--- src/hdl/sspp_pkg.sv ---
package sspp_pkg;

	localparam int unsigned BYTE_W    = 8;
	localparam int unsigned POS_W     = 9;
	localparam int unsigned CFG_IDX_W = 1;

	// status, size and head come before the data bytes
	localparam logic [POS_W-1:0] HDR_BYTES = 9'd3;

	typedef enum logic [CFG_IDX_W-1:0] {
		REG_HEAD_BYTE = 1'b0,
		REG_END_BYTE  = 1'b1
	} cfg_reg_t;

	typedef enum logic [2:0] {
		PH_HUNT   = 3'd0,
		PH_STATUS = 3'd1,
		PH_SIZE   = 3'd2,
		PH_DATA   = 3'd3,
		PH_END    = 3'd4,
		PH_CHECK  = 3'd5
	} phase_t;

	typedef struct packed {
		logic [BYTE_W-1:0] rx_byte;
	} in_item_t;

	typedef struct packed {
		logic              stored;
		logic [POS_W-1:0]  position;
		logic [BYTE_W-1:0] byte_out;
		logic              frame_ok;
		logic [BYTE_W-1:0] frame_status;
	} out_item_t;

	typedef struct packed {
		logic take;
		logic retry;
		logic head_hit;
		logic sum_ok;
	} dec_t;

endpackage

--- src/hdl/sspp_chan_if.sv ---
interface sspp_chan_if #(parameter type item_t = logic);
	logic  valid;
	logic  ready;
	item_t data;

	modport source(output valid, output data, input ready);
	modport sink(input valid, input data, output ready);
endinterface

--- src/hdl/status_size_framed_packet_parser.sv ---
// Byte-framed packet parser. Takes one byte per cycle on byte_ch and returns one item per
// byte on result_ch: head, status, size, data bytes, end byte and checksum byte are reported
// with their frame position; the checksum byte of a good frame also raises frame_ok with the
// frame's status byte. A bad end or checksum byte is retried as a head byte in the same cycle.
// Frame state and result are registered on each accepted byte; the result sits in one output
// register, which refills in the cycle it is taken, so the sustained rate is one byte per
// cycle while result_ch.ready stays high. The user must write head_byte (index 0) and end_byte
// (index 1) through cfg_we/cfg_index/cfg_data only while idle; the block does not enforce it.
module status_size_framed_packet_parser
	import sspp_pkg::*;
(
	input  logic                 clk,
	input  logic                 arst_n,
	input  logic                 cfg_we,
	input  logic [CFG_IDX_W-1:0] cfg_index,
	input  logic [BYTE_W-1:0]    cfg_data,
	sspp_chan_if.sink            byte_ch,
	sspp_chan_if.source          result_ch
);

	logic [BYTE_W-1:0] head_q, end_q;
	phase_t            phase_q, phase_d;
	logic [POS_W-1:0]  cnt_q, cnt_d, cnt_inc;
	logic [BYTE_W-1:0] sum_q, sum_d, sum_add, chk_exp;
	logic [BYTE_W-1:0] size_q, size_d;
	logic [BYTE_W-1:0] stat_q, stat_d;
	logic [BYTE_W-1:0] b;
	dec_t              dec;
	out_item_t         res_d, res_q;
	logic              res_valid_q;
	logic              fire;

	assign b        = byte_ch.data.rx_byte;
	assign byte_ch.ready = !res_valid_q || result_ch.ready;
	assign fire     = byte_ch.valid && byte_ch.ready;
	assign cnt_inc  = cnt_q + 9'd1;
	assign sum_add  = sum_q + b;
	assign chk_exp  = 8'd0 - sum_q;

	assign result_ch.valid = res_valid_q;
	assign result_ch.data  = res_q;

	// phase decode
	always_comb begin
		dec          = '0;
		dec.head_hit = (b == head_q);
		dec.sum_ok   = (b == chk_exp);
		case (phase_q)
			PH_STATUS, PH_SIZE, PH_DATA: dec.take = 1'b1;
			PH_END: begin
				dec.take  = (b == end_q);
				dec.retry = (b != end_q);
			end
			PH_CHECK: begin
				dec.take  = dec.sum_ok;
				dec.retry = !dec.sum_ok;
			end
			default: dec.retry = 1'b1;
		endcase
	end

	// next state
	always_comb begin
		phase_d = phase_q;
		cnt_d   = cnt_q;
		sum_d   = sum_q;
		size_d  = size_q;
		stat_d  = stat_q;
		if (dec.take) begin
			cnt_d = cnt_inc;
			sum_d = sum_add;
		end
		case (phase_q)
			PH_STATUS: begin
				stat_d  = b;
				phase_d = PH_SIZE;
			end
			PH_SIZE: begin
				size_d  = b;
				phase_d = (b == 8'd0) ? PH_END : PH_DATA;
			end
			PH_DATA: begin
				if (cnt_inc == ({1'b0, size_q} + HDR_BYTES))
					phase_d = PH_END;
			end
			PH_END: begin
				if (dec.take)
					phase_d = PH_CHECK;
			end
			PH_CHECK: begin
				if (dec.take)
					phase_d = PH_HUNT;
			end
			default: phase_d = PH_HUNT;
		endcase
		if (dec.retry) begin
			phase_d = PH_HUNT;
			if (dec.head_hit) begin
				cnt_d   = 9'd1;
				sum_d   = b;
				phase_d = PH_STATUS;
			end
		end
	end

	// result item
	always_comb begin
		res_d = '0;
		if (dec.take) begin
			res_d.stored   = 1'b1;
			res_d.position = cnt_q;
			res_d.byte_out = b;
		end
		if (dec.retry && dec.head_hit) begin
			res_d.stored   = 1'b1;
			res_d.position = '0;
			res_d.byte_out = b;
		end
		if (phase_q == PH_CHECK && dec.sum_ok) begin
			res_d.frame_ok     = 1'b1;
			res_d.frame_status = stat_q;
		end
	end

	always_ff @(posedge clk or negedge arst_n) begin
		if (!arst_n) begin
			head_q <= '0;
			end_q  <= '0;
		end else if (cfg_we) begin
			case (cfg_reg_t'(cfg_index))
				REG_HEAD_BYTE: head_q <= cfg_data;
				REG_END_BYTE:  end_q  <= cfg_data;
				default: ;
			endcase
		end
	end

	always_ff @(posedge clk or negedge arst_n) begin
		if (!arst_n) begin
			phase_q <= PH_HUNT;
			cnt_q   <= '0;
			sum_q   <= '0;
			size_q  <= '0;
			stat_q  <= '0;
		end else if (fire) begin
			phase_q <= phase_d;
			cnt_q   <= cnt_d;
			sum_q   <= sum_d;
			size_q  <= size_d;
			stat_q  <= stat_d;
		end
	end

	always_ff @(posedge clk or negedge arst_n) begin
		if (!arst_n)
			res_valid_q <= 1'b0;
		else if (byte_ch.ready)
			res_valid_q <= byte_ch.valid;
	end

	always_ff @(posedge clk) begin
		if (fire)
			res_q <= res_d;
	end

`ifndef SYNTHESIS
	a_ok_is_checksum: assert property (@(posedge clk) disable iff (!arst_n)
		res_valid_q && res_q.frame_ok |-> res_q.stored && res_q.position >= 9'd4)
		else $error("frame_ok on a byte that cannot close a frame");

	a_unstored_clear: assert property (@(posedge clk) disable iff (!arst_n)
		res_valid_q && !res_q.stored |-> res_q.position == '0 && res_q.byte_out == '0)
		else $error("unstored item carries position or byte");

	a_data_count: assert property (@(posedge clk) disable iff (!arst_n)
		phase_q == PH_DATA |-> cnt_q < ({1'b0, size_q} + HDR_BYTES))
		else $error("data phase ran past the frame size");

	a_free_when_empty: assert property (@(posedge clk) disable iff (!arst_n)
		!res_valid_q |-> byte_ch.ready)
		else $error("input stalled with empty result register");
`endif

endmodule

--- src/flat_wrapper.sv ---
// flat-port wrapper written by rule: the top's interface ports become plain ports
module status_size_framed_packet_parser_flat import sspp_pkg::*;
  (clk, arst_n, cfg_we, cfg_index, cfg_data, byte_ch_valid, byte_ch_data, byte_ch_ready, result_ch_valid, result_ch_data, result_ch_ready);
  sspp_chan_if #(.item_t(in_item_t)) byte_ch_i ();
  sspp_chan_if #(.item_t(out_item_t)) result_ch_i ();
  input  logic clk;
  input  logic arst_n;
  input  logic cfg_we;
  input  logic [CFG_IDX_W-1:0] cfg_index;
  input  logic [BYTE_W-1:0] cfg_data;
  input wire logic [$bits(byte_ch_i.valid)-1:0] byte_ch_valid;
  input wire logic [$bits(byte_ch_i.data)-1:0] byte_ch_data;
  output wire logic [$bits(byte_ch_i.ready)-1:0] byte_ch_ready;
  output wire logic [$bits(result_ch_i.valid)-1:0] result_ch_valid;
  output wire logic [$bits(result_ch_i.data)-1:0] result_ch_data;
  input wire logic [$bits(result_ch_i.ready)-1:0] result_ch_ready;
  assign byte_ch_i.valid = byte_ch_valid;
  assign byte_ch_i.data = byte_ch_data;
  assign byte_ch_ready = byte_ch_i.ready;
  assign result_ch_valid = result_ch_i.valid;
  assign result_ch_data = result_ch_i.data;
  assign result_ch_i.ready = result_ch_ready;
  status_size_framed_packet_parser u_core (.clk(clk), .arst_n(arst_n), .cfg_we(cfg_we), .cfg_index(cfg_index), .cfg_data(cfg_data), .byte_ch(byte_ch_i), .result_ch(result_ch_i));
endmodule
--- config.mk ---
export PLATFORM = sky130hd
export DESIGN_NAME = status_size_framed_packet_parser_flat
export DESIGN_NICKNAME = d
export VERILOG_FILES = /design/src/hdl/sspp_pkg.sv /design/src/hdl/sspp_chan_if.sv /design/src/hdl/status_size_framed_packet_parser.sv /design/src/flat_wrapper.sv
export SDC_FILE = /design/constraint.sdc
export NUM_CORES = 1
export LEC_CHECK = 0
export BUFFER_PORTS_ARGS = -buffer_cell sky130_fd_sc_hd__buf_2
export CORE_UTILIZATION = 25
export DETAILED_ROUTE_END_ITERATION = 8
export PLACE_DENSITY = 0.38
export SETUP_SLACK_MARGIN = 0.3
export SYNTH_ARGS = -nofsm -noshare
export SYNTH_HDL_FRONTEND = slang
export SYNTH_SLANG_ARGS = --single-unit
export TNS_END_PERCENT = 5
--- constraint.sdc ---
create_clock -name clk -period 7.05 [get_ports clk]
set_input_delay 0.705 -clock clk [delete_from_list [all_inputs] [get_ports clk]]
set_output_delay 0.705 -clock clk [all_outputs]
set_load 0.01 [all_outputs]
==> results.py, run 1 <==
metrics = {
    "run_status": {
        "outcome": "finished, final reports clean",
    },
    "power": {
        "p_leak_nw": 2.10,
        "power.density_mw_per_mm2": 337,
        "power.total_mw": 1.74,
        "peakVddDrop_mv": 0.113,
    },
    "critical_path": {
        "path_cells": "buf_2 > nand2b_1 > nand2_1 > clkinv_1 > buf_4 > nand3b_1 > mux2_2",
        "cp.buffers_inverters": 3,
        "cp_slowest_cell": "clkinv_1",
        "endpoint_kind": "register",
        "startpoint_type": "input port",
        "crit_fanout": 24,
        "cpLargestDelayFamily": "buffers and inverters",
        "required_ns": 7.28,
        "crit_type": "input port to register",
        "crit_arrival_ns": 3.33,
        "cpPeakStageDelay_ns": 0.63,
    },
    "cts": {
        "ctsResizeCount": 0,
        "clk_latency_ns": 0.34,
        "clockRootBuffer": "clkbuf_16",
        "clk_pin_slew_worst_paths_ns": 0.06,
        "htree_levels": 3,
        "postCtsSetupBuffers": 0,
        "hold_buffers": 0,
        "clock-sinks": 80,
        "clockBufferDepth": 2,
        "cts_tree": "yes",
        "numCtsBuffers": 9,
    },
    "die": {
        "core_area_mm2": 0.0173,
        "die_h_um": 135,
        "row_count": 48,
        "dieArea_mm2": 0.0182,
        "die_w_um": 135,
        "io_pins": 51,
        "initial_utilization": 0.255,
    },
    "cells_and_area": {
        "final_area_mm2": 0.00515,
        "multi_input_area_mm2": 0.00210,
        "layout.area.seq_mm2": 0.00214,
        "fillers": 1822,
        "drive_gt1_frac": 0.214,
        "layout.nets": 482,
        "area.growth.synth_to_final_pct": 16.6,
        "diodes": 0,
        "fin_util": 0.298,
    },
    "yosys": {
        "syn_avg_cell_area_um2": 10.9,
        "ys_ff_latch": 80,
        "synth_edf_count": 27,
        "ys_seq_area_frac": 0.484,
        "synth_flop_cell": "dfrtp_1",
        "synth_nets": 439,
        "yosys_warnings": 0,
        "synth_cell_types": 61,
        "synth_cells": 406,
        "synth_area_mm2": 0.00442,
        "synthArstFlopShare": 0.663,
    },
    "place": {
        "hpwl_um": 7910,
        "placed_area_mm2": 0.00488,
        "gp_congestion": 0.778,
        "port_buffers": 50,
    },
    "grt": {
        "antenna_found_initial": 0,
        "grt_usage": 0.133,
        "gr-total-overflow": 0,
        "grt_pass1_wl_um": 17900,
        "first_global_vias": 3155,
        "grt_max_degree": 54,
    },
    "timing": {
        "clock.fmax_mhz": 322,
        "fin_tns_setup_ns": 0,
        "finalCriticalPeriod_ns": 3.11,
        "rsz0062_at_grt": "no",
        "worst_slew_pin_slew_ns": 0.760,
        "skew_ns": 0.00873,
        "setup_viol": 0,
        "final_hold_viol_count": 0,
        "finalHoldWorstSlack_ns": 0.479,
        "slew-limit-headroom": 0.492,
        "fin_crit_sh": 0.441,
        "maxSlewViolCount": 0,
    },
    "route": {
        "drtAntennaViolNets": 0,
        "drt-wirelength-per-cell_um": 16.6,
        "first_pass_iters": 4,
        "first_iter_violations": 215,
        "drt_wl_total_um": 11300,
        "drc_errors": 0,
        "vias": 3142,
        "viasPerCell": 4.63,
    },
    "job": {
        "max_cap_violations": 0,
    },
    "min_path": {
        "holdCritPathClass": "register to register",
    },
}
## Yosys cell counts (9+ instances only)
cell | instances | area (um2)
nor2b_1 | 9 | 56.3
and2_1 | 18 | 113
nand3_1 | 9 | 45.0
mux2_2 | 22 | 248
dfrtp_1 | 53 | 1330
ha_1 | 10 | 125
nand2_1 | 28 | 105
a21oi_1 | 9 | 45.0
xor2_1 | 29 | 254
inv_1 | 20 | 75.1
clkbuf_1 | 17 | 63.8
xnor2_1 | 17 | 149
nor2_1 | 17 | 63.8
edfxtp_1 | 27 | 811
nor3_1 | 11 | 55.1
o21ai_0 | 20 | 100
## report_power, final
| group | internal [mW] | switching (mW) | leakage [nW] |
|---|---|---|---|
| registers | 0.589 | 0.130 | 0.867 |
| logic | 0.291 | 0.284 | 1.11 |
| clock network | 0.241 | 0.201 | 0.129 |
## per-layer routing
layer / part of all wire / global-route usage
met4: 0.017 / 0.0562
met5: 0 / 0
met1: 0.50 / 0.185
met2: 0.44 / 0.200
met3: 0.039 / 0.0267
## flip-flops by register name (all words and copies together), names as in the netlist
signal / count
u_core.result_ch.valid: 1
u_core.stat_q: 8
u_core.cnt_q: 9
u_core.phase_q: 3
u_core.sum_q: 8
u_core.size_q: 8
u_core.result_ch.data: 27
u_core.end_q: 8
u_core.head_q: 8
## per-stage QoR
stage                     setup slack [ns]  std cells
after floorplan                       4.26        406
after global placement                3.61        663
after detailed placement              3.51        663
after CTS                             3.85        679
after global routing                  3.66        679
final                                 3.94        679
## area by class of cell
cell class,instances,area share
clock buffer,10,0.0444
sequential,80,0.415
inverter,21,0.0153
multi-input combinational,283,0.408
clock inverter,6,0.00898
timing repair buffer,54,0.0544
tap,225,0.0546
## tightest hold or removal path: stages, from the launching register on
cell and delay (ns):
dfrtp_1 0.34, nand2_1 0.05, o21ai_0 0.06
## cell usage in the layout, fill, tap and decap left out, types with 10 or more instances in the layout
cell and instances:
and2_1 18, ha_1 10, nor2_1 17, inv_1 20
buf_2 50, dfrtp_1 53, o21ai_0 20, xnor2_1 17
nor3_1 11, nand2_1 28, edfxtp_1 27, mux2_2 22
xor2_1 29
## logic make-up after synthesis
family          after synthesis  synth area share
xor+xnor                     49             0.106
compound gates               71             0.114
simple gates                126             0.158
buf+inv                      43            0.0408
fa+ha+maj                    11            0.0328
mux                          26            0.0651
flops                        80             0.484
## final timing paths
path | start | end | slack (ns) | cells past startpoint
hold / removal | u_core.stat_q[3]$_DFFE_PN0P_ | u_core.stat_q[3]$_DFFE_PN0P_ | 0.48 | 2
setup / recovery | result_ch_ready | u_core.stat_q[0]$_DFFE_PN0P_ | 3.94 | 7
hold reg to reg | u_core.stat_q[3]$_DFFE_PN0P_ | u_core.stat_q[3]$_DFFE_PN0P_ | 0.48 | 2
setup reg to reg | u_core.sum_q[1]$_DFFE_PN0P_ | u_core.sum_q[3]$_DFFE_PN0P_ | 4.05 | 9
max in group asynchronous | arst_n | u_core.cnt_q[0]$_DFFE_PN0P_ | 6.04 | 2
min in group asynchronous | arst_n | u_core.end_q[4]$_DFFE_PN0P_ | 0.50 | 2
(Power assumes the default switching activity.)
==> run 2, diff against run 1 <==
- ABC_AREA: not set -> 1
- clock period: 7.05 -> 3 ns (I/O delays scaled with it)
==> run 2 against run 1 <==
The flow now finishes with violations (DRC). Global-route usage up 0.43 points. Sequential power up 130%. Total power rose to 2.5 times the previous value. Routed wire length increased by 10%. Utilization rose by 0.31 points. Via count grew 28%. Worst hold slack lost 0.44 ns. Critical path type is now register to register. Critical endpoint is now u_core.sum_q[4]$_DFFE_PN0P_. Largest cell class is now multi-input combinational cells. Highest routed layer unchanged.
==> results.py, run 2 <==
metrics = {
    "timing": {
        "worst_slew_pin_slew_ns": 0.782,
        "fin_tns_setup_ns": 0,
        "fin_crit_sh": 0.789,
        "skew_ns": 0.0117,
        "final_hold_viol_count": 0,
        "maxSlewViolCount": 0,
        "fin_ws_ns": 0.633,
        "slew-limit-headroom": 0.479,
        "finalCriticalPeriod_ns": 2.37,
        "clock.fmax_mhz": 422,
        "setup_viol": 0,
        "rsz0062_at_grt": "no",
    },
    "grt": {
        "busiest_layer": "met2",
        "grt_pass1_wl_um": 20400,
        "gr-total-overflow": 0,
        "use_met3": 0.0380,
        "grt_usage": 0.137,
        "grt_max_degree": 30,
        "antenna_found_initial": 0,
        "grt_use_met1": 0.184,
        "first_global_vias": 3879,
        "gr-usage-met2": 0.214,
    },
    "cells_and_area": {
        "final_common_cell": "nand2_1",
        "fillers": 1927,
        "final_cell_mix": "nand2_1 (218), inv_1 (81), dfrtp_1 (53), o21ai_0 (51), buf_2 (50)",
        "largest_reg_flops": 27,
        "final_area_mm2": 0.00548,
        "layout.nets": 700,
        "area.growth.synth_to_final_pct": 16.5,
        "diodes": 0,
        "drive_gt1_frac": 0.125,
    },
    "cts": {
        "cts_tree": "yes",
        "clock-sinks": 80,
        "clockBufferDepth": 2,
        "hold_buffers": 0,
        "htree_levels": 3,
        "clockRootBuffer": "clkbuf_16",
        "clk_latency_ns": 0.35,
        "ctsResizeCount": 0,
        "clk_pin_slew_worst_paths_ns": 0.06,
        "numCtsBuffers": 9,
    },
    "run_status": {
        "violations": "DRC",
        "outcome": "finished, violations left",
    },
    "yosys": {
        "synth_edf_count": 27,
        "ys_ff_latch": 80,
        "synth_most_common_cell": "nand2_1",
        "synth_cell_types": 35,
        "synth.cells.most_frequent": "nand2_1 (218), inv_1 (81), dfrtp_1 (53), o21ai_0 (51), nor2_1 (35)",
        "synth_flop_cell": "dfrtp_1",
        "synth_area_mm2": 0.00470,
        "synth_cells": 618,
        "synth_nets": 651,
        "synthArstFlopShare": 0.663,
        "ys_seq_area_frac": 0.454,
        "yosysTopAreaCellShare": 0.282,
        "yosys_warnings": 0,
        "synth_top_area_cell": "dfrtp_1",
        "synth_area_leaders": "dfrtp_1 (28%), nand2_1 (17%), edfxtp_1 (17%)",
        "syn_avg_cell_area_um2": 7.61,
    },
    "power": {
        "peakVddDrop_mv": 0.295,
        "combPwrFrac": 0.379,
        "power.density_mw_per_mm2": 797,
        "clkPwrFrac": 0.240,
        "swShare": 0.400,
        "p_int_mw": 2.62,
        "seq_power_share": 0.381,
        "p_leak_nw": 2.76,
        "power.total_mw": 4.37,
        "switching_power_mw": 1.75,
    },
    "critical_path": {
        "startpoint_type": "register",
        "cp_common_cell": "nand2_1",
        "path_cells": "inv_1 > ha_1 > xor2_1 > nand2_1 > nand3_1 > nor2_2 > nand3_1 > nand2_1 > nand2_2 > o21ai_0 > nand2_1 > nand2_1 > nand2_1",
        "endpoint_kind": "register",
        "crit_fanout": 25,
        "cpPeakStageDelay_ns": 0.45,
        "cp_slowest_cell": "dfrtp_1",
        "crit_type": "register to register",
        "required_ns": 3.24,
        "crit_arrival_ns": 2.60,
    },
    "die": {
        "dieArea_mm2": 0.0194,
        "core_area_mm2": 0.0182,
        "row_count": 49,
        "die_h_um": 139,
        "die_w_um": 139,
        "io_pins": 51,
        "initial_utilization": 0.258,
    },
    "place": {
        "hpwl_um": 9170,
        "port_buffers": 50,
        "dp_slack_ns": 0.507,
        "gp_congestion": 0.751,
        "placed_area_mm2": 0.00519,
    },
    "route": {
        "drc_errors": 2,
        "drt-wirelength-per-cell_um": 13.8,
        "drtAntennaViolNets": 0,
        "first_iter_violations": 223,
        "viasPerCell": 4.45,
        "drt_wl_total_um": 12400,
        "first_pass_iters": 8,
        "vias": 4009,
    },
    "job": {
        "max_cap_violations": 0,
    },
    "min_path": {
        "holdCritPathClass": "input port to async pin",
    },
}
[run 2: changes by cell type after synthesis, sizes merged, moves of 15 or more]
cell	delta
nand2	+192
inv	+63
o21ai	+34
nor2	+24
nand3	+23
mux2	-22
xor2	-18
and2	-17
nand4	+15
[run 2: layout make-up]
class / count / area, um2 / share of cell area
multi-input combinational: 434 / 2150 / 0.393
inverter: 84 / 315 / 0.0575
sequential: 80 / 2140 / 0.390
tap: 229 / 287 / 0.0523
clock buffer: 13 / 262 / 0.0477
timing repair buffer: 58 / 310 / 0.0566
clock inverter: 3 / 17.5 / 0.00319
[run 2: metrics by stage]
| step | hold slack, ns | instances | utilization |
|---|---|---|---|
| finish | 0.0346 | 901 | 0.301 |
| global route | 0.0886 | 901 | 0.301 |
| CTS | 0.0645 | 899 | 0.300 |
| detailed placement | 0.440 | 883 | 0.285 |
| global placement | 0.441 | 883 | 0.285 |
| floorplan | 0.00441 | 618 | - |
[run 2: worst max-delay path, delay by kind of cell (launching register included)]
kind	cells	cell delay [ns]
buffers and inverters	1	0.12
and+or+nand+nor	9	0.99
DFF	1	0.45
xor gates and xnor gates	1	0.20
AOI/OAI and AO/OA	1	0.19
adders and majority gates	1	0.30
[run 2: worst paths after layout]
path	start	to	slack, ns	cells past startpoint
min in group clk	cfg_data[2]	u_core.end_q[2]$_DFFE_PN0P_	0.22	3
setup / recovery	u_core.sum_q[1]$_DFFE_PN0P_	u_core.sum_q[4]$_DFFE_PN0P_	0.63	13
hold / removal	arst_n	u_core.result_ch.valid$_DFFE_PN0N_	0.03	1
hold reg to reg	u_core.stat_q[4]$_DFFE_PN0P_	u_core.stat_q[4]$_DFFE_PN0P_	0.48	2
max in group asynchronous	arst_n	u_core.size_q[5]$_DFFE_PN0P_	2.28	2
setup reg to reg	u_core.sum_q[1]$_DFFE_PN0P_	u_core.sum_q[4]$_DFFE_PN0P_	0.63	13
[run 2: kinds of logic after synthesis]
kind of cell / count (synthesis) / synth area share
and+or+nand+nor: 322 / 0.292
buffers and inverters: 104 / 0.0878
DFF: 80 / 0.454
AOI/OAI and AO/OA: 70 / 0.0777
xor gates and xnor gates: 31 / 0.0577
adders and majority gates: 11 / 0.0309
[run 2: power groups by stage]
| stage | combinational [mW] | clock [mW] | sequential (mW) |
|---|---|---|---|
| floorplan | 1.34 | 0 | 1.60 |
| global placement | 1.67 | 0 | 1.68 |
| detailed placement | 1.67 | 0 | 1.69 |
| CTS | 1.68 | 1.08 | 1.67 |
| global route | 1.93 | 1.14 | 1.71 |
| finish | 1.66 | 1.05 | 1.67 |
[run 2: metal layers]
layer / vias to the layer above / wire, um
met4: 0 / 191
li1: 2063 / -
met3: 11 / 415
met2: 76 / 5530
met5: - / 0
met1: 1859 / 6310
[run 2: what timing repair did]
action / 4_1_cts / 5_1_grt
setup buffers: 0 / 2
setup endpoints to repair: 0 / 8
endpoints found under the hold margin: 0 / 0
